<file path="src/hdl/grid_local_extremum_finder_unit_assert.svh">
// assertion macros shared by the rtl files
`ifndef GRID_LOCAL_EXTREMUM_FINDER_UNIT_ASSERT_SVH
`define GRID_LOCAL_EXTREMUM_FINDER_UNIT_ASSERT_SVH
`ifndef SYNTH
`define GLEF_NEVER(lbl, clk, rst_n, cond, msg) \
	lbl: assert property (@(posedge clk) disable iff (!rst_n) !(cond)) else $error(msg);
`define GLEF_IMPLY(lbl, clk, rst_n, ante, cons, msg) \
	lbl: assert property (@(posedge clk) disable iff (!rst_n) (ante) |-> (cons)) else $error(msg);
`define GLEF_NEXT(lbl, clk, rst_n, ante, cons, msg) \
	lbl: assert property (@(posedge clk) disable iff (!rst_n) (ante) |=> (cons)) else $error(msg);
`else
`define GLEF_NEVER(lbl, clk, rst_n, cond, msg)
`define GLEF_IMPLY(lbl, clk, rst_n, ante, cons, msg)
`define GLEF_NEXT(lbl, clk, rst_n, ante, cons, msg)
`endif
`endif

</file>
<file path="src/hdl/glef_pkg.sv">
package glef_pkg;

	localparam int ROW_W  = 6;
	localparam int COL_W  = 6;
	localparam int PEAK_W = 12;
	localparam logic [PEAK_W-1:0] PEAK_MAX = '1;

	localparam int CFG_W   = 7;
	localparam int PADDR_W = 3;

	// register index decoded from paddr[2]
	localparam logic REG_ROWS = 1'b0;
	localparam logic REG_COLS = 1'b1;

	localparam int FIFO_DEPTH = 16;
	localparam int FIFO_AW    = $clog2(FIFO_DEPTH);
	localparam int FIFO_CW    = $clog2(FIFO_DEPTH + 1);

	typedef enum logic [1:0] {
		KIND_PEAK    = 2'd0,
		KIND_VALLEY  = 2'd1,
		KIND_SUMMARY = 2'd2
	} kind_t;

	typedef struct packed {
		logic [FIFO_CW-1:0] count;
		logic               empty;
	} fifo_stat_t;

endpackage

</file>
<file path="src/hdl/glef_result_fifo.sv">
`include "grid_local_extremum_finder_unit_assert.svh"

module glef_result_fifo #(
	parameter int DATA_W = 43
) (
	input  logic                clk,
	input  logic                arst_n,
	input  logic [1:0]          push_cnt,
	input  logic [DATA_W-1:0]   din0,
	input  logic [DATA_W-1:0]   din1,
	input  logic                pop,
	output logic [DATA_W-1:0]   dout,
	output glef_pkg::fifo_stat_t stat
);
	import glef_pkg::*;

	logic [DATA_W-1:0]  mem_q [FIFO_DEPTH];
	logic [FIFO_AW-1:0] wr_ptr_q;
	logic [FIFO_AW-1:0] rd_ptr_q;
	logic [FIFO_CW-1:0] count_q;
	logic [FIFO_AW-1:0] wr_ptr_p1;

	assign wr_ptr_p1 = wr_ptr_q + FIFO_AW'(1);

	always_ff @(posedge clk) begin
		if (push_cnt != 2'd0) begin
			mem_q[wr_ptr_q] <= din0;
		end
		if (push_cnt == 2'd2) begin
			mem_q[wr_ptr_p1] <= din1;
		end
	end

	always_ff @(posedge clk or negedge arst_n) begin
		if (!arst_n) begin
			wr_ptr_q <= '0;
			rd_ptr_q <= '0;
			count_q  <= '0;
		end else begin
			wr_ptr_q <= wr_ptr_q + FIFO_AW'(push_cnt);
			rd_ptr_q <= rd_ptr_q + FIFO_AW'(pop);
			count_q  <= count_q + FIFO_CW'(push_cnt) - FIFO_CW'(pop);
		end
	end

	assign dout       = mem_q[rd_ptr_q];
	assign stat.count = count_q;
	assign stat.empty = (count_q == '0);

	`GLEF_NEVER(a_fifo_bound, clk, arst_n, count_q > FIFO_CW'(FIFO_DEPTH), "fifo count over depth")
	`GLEF_NEVER(a_fifo_ovf, clk, arst_n, (count_q + FIFO_CW'(push_cnt)) > (FIFO_CW'(FIFO_DEPTH) + FIFO_CW'(pop)), "fifo overflow")
	`GLEF_IMPLY(a_fifo_udf, clk, arst_n, pop, count_q != '0, "pop from empty fifo")
	`GLEF_NEXT(a_fifo_inc, clk, arst_n, push_cnt == 2'd1 && !pop, count_q == $past(count_q) + 1'b1, "fifo count did not advance")

endmodule

</file>
<file path="src/hdl/grid_local_extremum_finder_unit.sv">
// an accepted sample passes the s1 registers, the 3x3 window and the s2 registers before
//   its results enter the output queue; result_valid rises combinationally with the queue count
// throughput: one sample per cycle unless sample_stall, one result per cycle unless result_stall
// sample_stall rises while the 16-entry result queue lacks two slots per new or in-flight sample
// reset: row, column and peak counters and the 3x3 window clear, grid size returns to 64 x 64
//   line stores are not cleared and need no clearing pass
`include "grid_local_extremum_finder_unit_assert.svh"

module grid_local_extremum_finder_unit #(
	parameter int MAX_DIM     = 64,
	parameter int SAMPLE_BITS = 16
) (
	input  logic                                 clk,
	input  logic                                 arst_n,
	input  logic                                 psel,
	input  logic                                 penable,
	input  logic                                 pwrite,
	input  logic [glef_pkg::PADDR_W-1:0]         paddr,
	input  logic [31:0]                          pwdata,
	output logic [31:0]                          prdata,
	output logic                                 pready,
	input  logic                                 sample_valid,
	output logic                                 sample_stall,
	input  logic signed [SAMPLE_BITS-1:0]        elevation,
	output logic                                 result_valid,
	input  logic                                 result_stall,
	output glef_pkg::kind_t                      kind,
	output logic [glef_pkg::ROW_W-1:0]           row,
	output logic [glef_pkg::COL_W-1:0]           col,
	output logic signed [SAMPLE_BITS-1:0]        height,
	output logic [glef_pkg::PEAK_W-1:0]          peak_total,
	output logic                                 last
);
	import glef_pkg::*;

	localparam int CNT_W = $clog2(MAX_DIM);
	localparam int DIM_W = $clog2(MAX_DIM + 1);
	localparam int EXT_W = (DIM_W > CFG_W) ? DIM_W : CFG_W;
	localparam int SLOT  = 2;

	typedef struct packed {
		kind_t                        kind;
		logic [ROW_W-1:0]             row;
		logic [COL_W-1:0]             col;
		logic signed [SAMPLE_BITS-1:0] height;
		logic [PEAK_W-1:0]            peak_total;
		logic                         last;
	} result_t;

	// configuration
	logic [CFG_W-1:0] rows_q, cols_q;
	logic             cfg_wr;
	logic [DIM_W-1:0] rows_eff, cols_eff;

	assign pready = 1'b1;
	assign cfg_wr = psel && penable && pwrite;

	always_ff @(posedge clk or negedge arst_n) begin
		if (!arst_n) begin
			rows_q <= CFG_W'(64);
			cols_q <= CFG_W'(64);
		end else if (cfg_wr) begin
			unique case (paddr[2])
				REG_ROWS: rows_q <= pwdata[CFG_W-1:0];
				REG_COLS: cols_q <= pwdata[CFG_W-1:0];
				default:  ;
			endcase
		end
	end

	always_comb begin
		unique case (paddr[2])
			REG_ROWS: prdata = 32'(rows_q);
			REG_COLS: prdata = 32'(cols_q);
			default:  prdata = '0;
		endcase
	end

	always_comb begin
		if (rows_q == '0) begin
			rows_eff = DIM_W'(1);
		end else if (EXT_W'(rows_q) > EXT_W'(MAX_DIM)) begin
			rows_eff = DIM_W'(MAX_DIM);
		end else begin
			rows_eff = DIM_W'(rows_q);
		end
		if (cols_q == '0) begin
			cols_eff = DIM_W'(1);
		end else if (EXT_W'(cols_q) > EXT_W'(MAX_DIM)) begin
			cols_eff = DIM_W'(MAX_DIM);
		end else begin
			cols_eff = DIM_W'(cols_q);
		end
	end

	// stage 0: accept, raster counters, line store read
	logic             in_fire;
	logic [CNT_W-1:0] row_q, col_q;
	logic             col_last, row_last;
	logic             s1_valid, s2_valid;
	fifo_stat_t       fifo_stat;
	logic [FIFO_CW-1:0] need;

	assign need = FIFO_CW'(SLOT) + (s1_valid ? FIFO_CW'(SLOT) : '0)
		+ (s2_valid ? FIFO_CW'(SLOT) : '0);
	assign sample_stall = ({1'b0, fifo_stat.count} + {1'b0, need}) > (FIFO_CW + 1)'(FIFO_DEPTH);
	assign in_fire  = sample_valid && !sample_stall;
	assign col_last = (DIM_W'(col_q) + DIM_W'(1)) >= cols_eff;
	assign row_last = (DIM_W'(row_q) + DIM_W'(1)) >= rows_eff;

	always_ff @(posedge clk or negedge arst_n) begin
		if (!arst_n) begin
			row_q <= '0;
			col_q <= '0;
		end else if (cfg_wr) begin
			row_q <= '0;
			col_q <= '0;
		end else if (in_fire) begin
			if (col_last) begin
				col_q <= '0;
				row_q <= row_last ? '0 : row_q + CNT_W'(1);
			end else begin
				col_q <= col_q + CNT_W'(1);
			end
		end
	end

	logic signed [SAMPLE_BITS-1:0] upper_mem [MAX_DIM];
	logic signed [SAMPLE_BITS-1:0] middle_mem [MAX_DIM];
	logic signed [SAMPLE_BITS-1:0] upper_rd_s1, middle_rd_s1, key_s1;
	logic signed [SAMPLE_BITS-1:0] up_eff, mid_eff, wr_up_q, wr_mid_q;
	logic [CNT_W-1:0] r_s1, c_s1, r_s2, c_s2;
	logic             test_s1, end_s1, test_s2, end_s2, fwd_s1;

	always_ff @(posedge clk) begin
		if (in_fire) begin
			upper_rd_s1  <= upper_mem[col_q];
			middle_rd_s1 <= middle_mem[col_q];
			key_s1       <= elevation;
			r_s1         <= row_q;
			c_s1         <= col_q;
			test_s1      <= (row_q >= CNT_W'(2)) && (col_q >= CNT_W'(2));
			end_s1       <= col_last && row_last;
		end
		if (s1_valid) begin
			upper_mem[c_s1]  <= mid_eff;
			middle_mem[c_s1] <= key_s1;
			wr_up_q          <= mid_eff;
			wr_mid_q         <= key_s1;
			r_s2             <= r_s1;
			c_s2             <= c_s1;
			test_s2          <= test_s1;
			end_s2           <= end_s1;
		end
	end

	// the read misses a write to the same column landing at the same edge
	always_ff @(posedge clk or negedge arst_n) begin
		if (!arst_n) begin
			s1_valid <= 1'b0;
			s2_valid <= 1'b0;
			fwd_s1   <= 1'b0;
		end else begin
			s1_valid <= in_fire && !cfg_wr;
			s2_valid <= s1_valid;
			if (in_fire) begin
				fwd_s1 <= s1_valid && (c_s1 == col_q);
			end
		end
	end

	assign up_eff  = fwd_s1 ? wr_up_q  : upper_rd_s1;
	assign mid_eff = fwd_s1 ? wr_mid_q : middle_rd_s1;

	// stage 1: window shift
	logic signed [SAMPLE_BITS-1:0] win_q [3][3];

	always_ff @(posedge clk or negedge arst_n) begin
		if (!arst_n) begin
			for (int a = 0; a < 3; a++) begin
				for (int b = 0; b < 3; b++) begin
					win_q[a][b] <= '0;
				end
			end
		end else if (s1_valid) begin
			for (int k = 0; k < 3; k++) begin
				win_q[k][0] <= win_q[k][1];
				win_q[k][1] <= win_q[k][2];
			end
			win_q[0][2] <= up_eff;
			win_q[1][2] <= mid_eff;
			win_q[2][2] <= key_s1;
		end
	end

	// stage 2: neighbour test and result push
	logic              gt, lt, det, summ;
	logic [PEAK_W-1:0] peak_q, peak_next;
	result_t           det_res, sum_res, push0, fifo_dout;
	logic [1:0]        push_cnt;
	logic              pop;

	always_comb begin
		gt = 1'b1;
		lt = 1'b1;
		for (int a = 0; a < 3; a++) begin
			for (int b = 0; b < 3; b++) begin
				if (!(a == 1 && b == 1)) begin
					if (!(win_q[1][1] > win_q[a][b])) gt = 1'b0;
					if (!(win_q[1][1] < win_q[a][b])) lt = 1'b0;
				end
			end
		end
	end

	assign det  = s2_valid && test_s2 && (gt || lt);
	assign summ = s2_valid && end_s2;
	assign peak_next = (det && gt && peak_q != PEAK_MAX) ? peak_q + PEAK_W'(1) : peak_q;

	always_comb begin
		det_res.kind       = gt ? KIND_PEAK : KIND_VALLEY;
		det_res.row        = ROW_W'(r_s2 - CNT_W'(1));
		det_res.col        = COL_W'(c_s2 - CNT_W'(1));
		det_res.height     = win_q[1][1];
		det_res.peak_total = peak_next;
		det_res.last       = !summ;
		sum_res.kind       = KIND_SUMMARY;
		sum_res.row        = '0;
		sum_res.col        = '0;
		sum_res.height     = '0;
		sum_res.peak_total = peak_next;
		sum_res.last       = 1'b1;
		push0              = det ? det_res : sum_res;
		push_cnt           = 2'(det) + 2'(summ);
	end

	always_ff @(posedge clk or negedge arst_n) begin
		if (!arst_n) begin
			peak_q <= '0;
		end else if (cfg_wr) begin
			peak_q <= '0;
		end else if (s2_valid) begin
			peak_q <= summ ? '0 : peak_next;
		end
	end

	assign pop = result_valid && !result_stall;

	glef_result_fifo #(
		.DATA_W($bits(result_t))
	) u_fifo (
		.clk     (clk),
		.arst_n  (arst_n),
		.push_cnt(push_cnt),
		.din0    (push0),
		.din1    (sum_res),
		.pop     (pop),
		.dout    (fifo_dout),
		.stat    (fifo_stat)
	);

	assign result_valid = !fifo_stat.empty;
	assign kind         = fifo_dout.kind;
	assign row          = fifo_dout.row;
	assign col          = fifo_dout.col;
	assign height       = fifo_dout.height;
	assign peak_total   = fifo_dout.peak_total;
	assign last         = fifo_dout.last;

	`GLEF_NEXT(a_peak_clear, clk, arst_n, summ, peak_q == '0, "peak count not cleared after summary")
	`GLEF_NEXT(a_peak_mono, clk, arst_n, s2_valid && !end_s2 && !cfg_wr, peak_q >= $past(peak_q), "peak count dropped inside a grid")
	`GLEF_NEXT(a_col_step, clk, arst_n, in_fire && !col_last && !cfg_wr, col_q == $past(col_q) + 1'b1, "column counter did not advance")

endmodule

</file>
<file path="config.mk">
export PLATFORM = sky130hd
export DESIGN_NAME = grid_local_extremum_finder_unit
export DESIGN_NICKNAME = d
export VERILOG_FILES = /design/src/hdl/glef_pkg.sv /design/src/hdl/glef_result_fifo.sv /design/src/hdl/grid_local_extremum_finder_unit.sv
export VERILOG_INCLUDE_DIRS = /design/src /design/src/hdl
export SDC_FILE = /design/constraint.sdc
export NUM_CORES = 2
export LEC_CHECK = 0
export BUFFER_PORTS_ARGS = -buffer_cell sky130_fd_sc_hd__buf_2
export CAP_MARGIN = 10
export CORE_ASPECT_RATIO = 0.8
export CORE_MARGIN = 1.5
export CORE_UTILIZATION = 45
export DETAILED_ROUTE_END_ITERATION = 10
export PLACE_DENSITY_LB_ADDON = 0.05
export SYNTH_ARGS = -nofsm -noshare
export SYNTH_HDL_FRONTEND = slang
export SYNTH_SLANG_ARGS = --single-unit
</file>
<file path="constraint.sdc">
create_clock -name clk -period 11.5 [get_ports clk]
set_input_delay 1.15 -clock clk [delete_from_list [all_inputs] [get_ports clk]]
set_output_delay 1.15 -clock clk [all_outputs]
set_load 0.01 [all_outputs]
</file>
Yosys cells after proc, flatten, opt, wreduce, memory -nomap -nowiden

Memories as Yosys holds them, arrays and structs flattened. A register that Yosys moved wholly into a read port is not among the register bits.
Cells that the tools add are included.

Input bits: 58
Bits in registers: 274
Logic and storage cells: 150
RAM bits: 2,736
Memories kept: 3

Memories:

| memory       | depth | width | rd ports | clocked after memory_dff | wr ports | RTL line                               | source |
|---|---|---|---|---|---|---|---|
| middle_mem   | 64    | 16    | 1        | 1                        | 1        | grid_local_extremum_finder_unit.sv:129 | `logic signed [SAMPLE_BITS-1:0] middle_mem [MAX_DIM];` |
| upper_mem    | 64    | 16    | 1        | 1                        | 1        | grid_local_extremum_finder_unit.sv:128 | `logic signed [SAMPLE_BITS-1:0] upper_mem [MAX_DIM];` |
| u_fifo.mem_q | 16    | 43    | 1        | 0                        | 2        | glef_result_fifo.sv:17                 | `logic [DATA_W-1:0] mem_q [FIFO_DEPTH];` |

Bitwise logic cells: 1
Reduce and logical (&&, ||, !) cells: 29
$add $sub $neg: 16
Equal/unequal tests: 3
Mux-type cells: 44
Magnitude comparators: 23

Operators with widths:

| kind                  | count |
|---|---|
| $gt 16x16->1          | 8 |
| $lt 16x16->1          | 8 |
| $pmux 32 s2           | 1 |
| $mux 12               | 4 |
| $mux 43               | 1 |
| $mux 6                | 7 |
| $mux 16               | 2 |
| $mux 7                | 4 |
| $mux 1                | 23 |
| $add 6x1->7 const B   | 2 |
| $ge 7x7->1            | 2 |
| $gt 7x7->1 const B    | 2 |
| $logic_not 7->1       | 2 |
| $logic_and 1x1->1     | 13 |
| $add 12x1->12 const B | 1 |
| $add 6x1->6 const B   | 2 |
| $ge 6x2->1 const B    | 2 |
| $ne 12x12->1 const B  | 1 |
| $sub 6x1->6 const B   | 2 |
| $reduce_bool 2->1     | 4 |
| $add 5x4->6           | 1 |
| $eq 6x6->1            | 1 |
| $gt 6x5->1 const B    | 1 |
| $reduce_and 2->1      | 3 |
| 14 further kinds      | 19 |

Longest topological paths before layout

Depth after elaboration: 17
Depth in mapped cells: 23
Gate-level depth less buffers: 18

Cells and area by module

From an unflattened synthesis, not the netlist that was laid out.

Cells, all modules: 6,510
Area total of the unflattened synthesis: 128,324.3 um^2

By module, submodules not included:

| module                          | instances | cells an instance | area each (um^2) |
|---|---|---|---|
| grid_local_extremum_finder_unit | 1         | 4,509             | 93,263.2 |
| glef_result_fifo                | 1         | 2,001             | 35,061.1 |

Worst setup path before layout

OpenSTA, ideal clock, no wires.

Path type: flip-flop to flip-flop
From: reg s1_valid
To: reg col_q[2]
Setup slack: 5,779 ps
Library setup time: 122 ps
Data arrival time: 5,599 ps
Stages on the path, launching flop included: 16
Path through: dfrtp_1 > clkbuf_1 > inv_1 > ha_1 > inv_1 > ha_1 > xor2_1 > nor3_1 > a21bo_2 > a21o_1 > a221o_1 > or2_2 > clkbuf_1 > inv_1 > nor2_1 > a32o_1

Longest elaborated chain between the ends: 8

RTL lines:

| what                        | RTL line                               | source |
|---|---|---|
| start, declared             | grid_local_extremum_finder_unit.sv:100 | `logic s1_valid, s2_valid;` |
| start signal, assigned      | grid_local_extremum_finder_unit.sv:164 | `s1_valid <= in_fire && !cfg_wr;` |
| $mux 2                      | grid_local_extremum_finder_unit.sv:104 | `assign need = FIFO_CW'(SLOT) + (s1_valid ? FIFO_CW'(SLOT) : '0)` |
| $add 2x2->3                 | grid_local_extremum_finder_unit.sv:104 |  |
| $add 3x2->4                 | grid_local_extremum_finder_unit.sv:105 | `+ (s2_valid ? FIFO_CW'(SLOT) : '0);` |
| $add 5x4->6                 | grid_local_extremum_finder_unit.sv:106 | `assign sample_stall = ({1'b0, fifo_stat.count} + {1'b0, need}) > (FIFO_CW + 1)'(FIFO_DEPTH);` |
| $gt 6x5->1                  | grid_local_extremum_finder_unit.sv:106 |  |
| net sample_stall            | grid_local_extremum_finder_unit.sv:23  | `output logic sample_stall,` |
| $logic_not 1->1             | grid_local_extremum_finder_unit.sv:107 | `assign in_fire = sample_valid && !sample_stall;` |
| $logic_and 1x1->1           | grid_local_extremum_finder_unit.sv:107 |  |
| net in_fire                 | grid_local_extremum_finder_unit.sv:97  | `logic in_fire;` |
| $reduce_bool 2->1 (no line) | --                                     |  |
| end signal, assigned        | grid_local_extremum_finder_unit.sv:123 | `col_q <= col_q + CNT_W'(1);` |
| end, declared               | grid_local_extremum_finder_unit.sv:98  | `logic [CNT_W-1:0] row_q, col_q;` |

The timed path passes the listed nets, and every way through them passes these cells.
A chain may end at the register's enable or synchronous reset.

==> results.txt <==
Via count: 69779
Syn_area_per_cell: 17.4 um^2
Sequential area share after synthesis: 0.691
Pin count of the biggest net entering global routing: 250
H-tree depth: 5
Asr flop ratio synth: 0.0651
Final wirelength: 364 mm
Row Count: 171
Unrepaired setup endpoints after global routing: false
Final Max Tran Viols: 0
Die Area: 278000 um^2
Clock transition at the registers of the reported paths: 0.06 ns
Tcrit/Tclk final: 0.700
Area of the multi-input gates: 35800 um^2
Post-synth EDFFs: 2348
Fin Hold WS: 0.260 ns
Synth warn: 0
CP startpoint kind: register
Layout net count: 7378
HP Class: in -> async
Via density: 6.33
Worst EP required: 12.22 ns
Post-DP HPWL: 199 mm
Type of the worst setup path: reg -> reg
Register bit total from synthesis: 3042
Finished Core Util: 0.508
PwrDens: 243 nW/um^2
Post-Syn Area: 124000 um^2
Post-CTS Setup Inserts: 0
First-pass detailed-route iteration total: 6
Starting Density: 0.454
PostCTS Resize Cnt: 0
Layout area overhead: 12.0%
Setup violators final: 0
Status: finished, final reports clean
Net Sw Frac: 0.333
Layout cells sized above 1: 0.235
Worst-Margin Slew: 1.26 ns
Core area: 272000 um^2
Pint: 0.0224 W
Main synth FF type: edfxtp_1
Setup TNS: 0 ns
Minimum setup slack among reg-to-reg paths: 3.45 ns
P_leak: 45.1 nW
Fillers: 22167
Relative slew slack: 0.162
Final Power: 0.0336 W
Starting DRT DRC Count: 8533
Min cycle time layout: 8.05 ns
CTS max path bufs: 4
Avg WL per Cell: 33.0 um
Root buf cell: clkbuf_16
Syn Inst Count: 7089
Die Ht: 472 um
IO Port Bufs: 82
Drc violations: 0
Cts bufs inserted: 318
Clk_skew: 0.0653 ns
Vias in the first global route: 68607
Clk Latency, worst-skew pair: 0.89 ns
# IOs: 136
Largest fanout on the critical path: 41
Hold Buf Count CTS: 0
Fin. Hold Viols: 0
GRT Util Overall: 0.260
Max Cap Viol: 0
Crit path DAT: 8.78 ns
Reg power frac: 0.423
Worst Setup End Kind: register
Comb pwr share: 0.284
Unique masters post-synth: 79
Post-route ant nets: 0
GRT overflow: 0
Switch Pwr: 0.0112 W
First-pass GRT wire length: 515 mm
FMAX: 0.124 GHz
Clock Sink Count: 3042
Peak VDD IR: 0.000223 V
TritonCTS clock tree: yes
Sequential Area: 85400 um^2
Routability congestion estimate: 0.795
Clock share of power: 0.293
Width of the die: 589 um
Initial antenna violation count: 27
cell families after synthesis:
group | Yosys count | share of synthesized area
AO/OA/AOI/OAI | 1188 | 0.0738
XOR/XNOR | 31 | 0.00220
adder cells (fa/ha/maj) | 172 | 0.0175
buffers and inverters | 771 | 0.0261
flip-flops | 3042 | 0.691
multiplexers | 1044 | 0.158
other | 2 | 0.0000607
AND/OR/NAND/NOR | 839 | 0.0314
layout make-up:
class | instances | area share
multi-input cells | 3300 | 0.259
diodes | 6 | 0.000108
inverters | 177 | 0.00482
clock buffers | 424 | 0.0636
repair buffers | 309 | 0.0162
well taps | 3633 | 0.0328
flip-flops and latches | 3042 | 0.617
clock inverters | 135 | 0.00677
through the flow:
stage / instance area, um^2 / setup WS [ns] / std cells
2_1_floorplan: 124000 / 5.78 / 7113
3_3_place_gp: 129000 / 3.66 / 10458
3_5_place_dp: 129000 / 3.56 / 10459
4_1_cts: 138000 / 3.53 / 11018
5_1_grt: 138000 / 2.98 / 11021
6_report: 138000 / 3.45 / 11026
worst paths after layout:
check,start,end,cells after the start
worst min-delay path,arst_n,peak_q[0],1
worst min register to register,r_s1[5],r_s2[5],0
min in group clk,r_s1[5],r_s2[5],0
worst max-delay path,det_res[24],u_fifo.mem_q[11][1],17
max in group asynchronous,arst_n,u_fifo.rd_ptr_q[2],2
worst max register to register,det_res[24],u_fifo.mem_q[11][1],17
routing by layer:
| metal | global-route usage | share of wire |
|---|---|---|
| met5 | 0 | 0.00017 |
| met4 | 0.0508 | 0.018 |
| met2 | 0.375 | 0.43 |
| met3 | 0.0424 | 0.082 |
| met1 | 0.416 | 0.47 |
critical path, stage by stage (launching register included):
cell and delay [ns]:
dfrtp_1 1.09, ha_1 0.28, nand4_1 0.19, nor4_1 0.86, o21ai_0 0.37, a31o_2 0.31
a222oi_1 0.35, nand4_1 0.88, o21ai_4 0.38, inv_2 0.32, ha_1 0.45, a21oi_1 0.37
and2_1 0.31, nand2_2 0.06, buf_4 0.39, inv_1 0.86, o311ai_0 0.28, nand2_1 0.12
layout by cell type, fill, tap and decap left out, types with 149 or more instances in the layout:
| master | instances |
|---|---|
| inv_1 | 166 |
| a21oi_1 | 244 |
| dfrtp_1 | 184 |
| o21ai_0 | 198 |
| dfxtp_1 | 496 |
| mux4_2 | 717 |
| ha_1 | 170 |
| mux2i_1 | 211 |
| a32o_1 | 420 |
| clkbuf_16 | 330 |
| edfxtp_1 | 2348 |
| nor2_1 | 149 |
| nand2_1 | 308 |
| buf_4 | 217 |
power by group through the flow:
| stage | combinational [W] | clock (W) | sequential, W |
|---|---|---|---|
| floorplan | 0.00580 | 0 | 0.0142 |
| global route | 0.0102 | 0.0105 | 0.0143 |
| finish | 0.00954 | 0.00986 | 0.0142 |
| CTS | 0.00956 | 0.0100 | 0.0142 |
| global placement | 0.00940 | 0 | 0.0144 |
| detailed placement | 0.00952 | 0 | 0.0144 |
state kept, by name, summed over array words and instances (netlist names), 7 cells and up:
register	cells
middle_mem	1024
upper_mem	1024
u_fifo.mem_q	688
win_q	128
det_res	16
key_s1	16
middle_rd_s1	16
upper_rd_s1	16
wr_mid_q	16
wr_up_q	16
peak_q	12
cols_q	7
rows_q	7
cells in the mapped netlist, types with 16 or more instances:
master / count / share of area
o311ai_0: 32 / 0.0023
o31ai_1: 39 / 0.0024
xor2_1: 16 / 0.0011
mux4_2: 717 / 0.13
nand4_1: 86 / 0.0044
dfxtp_1: 496 / 0.080
a21o_1: 17 / 0.0010
buf_2: 71 / 0.0029
nand2b_1: 24 / 0.0012
nor2_1: 219 / 0.0066
clkbuf_1: 367 / 0.011
mux2i_1: 211 / 0.017
o221ai_1: 21 / 0.0015
a21oi_2: 30 / 0.0021
ha_1: 170 / 0.017
buf_1: 99 / 0.0030
edfxtp_1: 2348 / 0.57
inv_1: 167 / 0.0051
a32o_1: 420 / 0.034
nand3_1: 40 / 0.0016
nor2b_1: 20 / 0.0010
dfrtp_1: 196 / 0.040
a221o_1: 45 / 0.0036
or3_1: 17 / 0.00086
o22ai_1: 56 / 0.0028
buf_4: 48 / 0.0029
nor3_1: 50 / 0.0020
a21oi_1: 245 / 0.0099
nand2_1: 319 / 0.0097
o21ai_0: 199 / 0.0081
mux2_2: 116 / 0.011
Note: power is estimated with default switching activity, not from simulation.
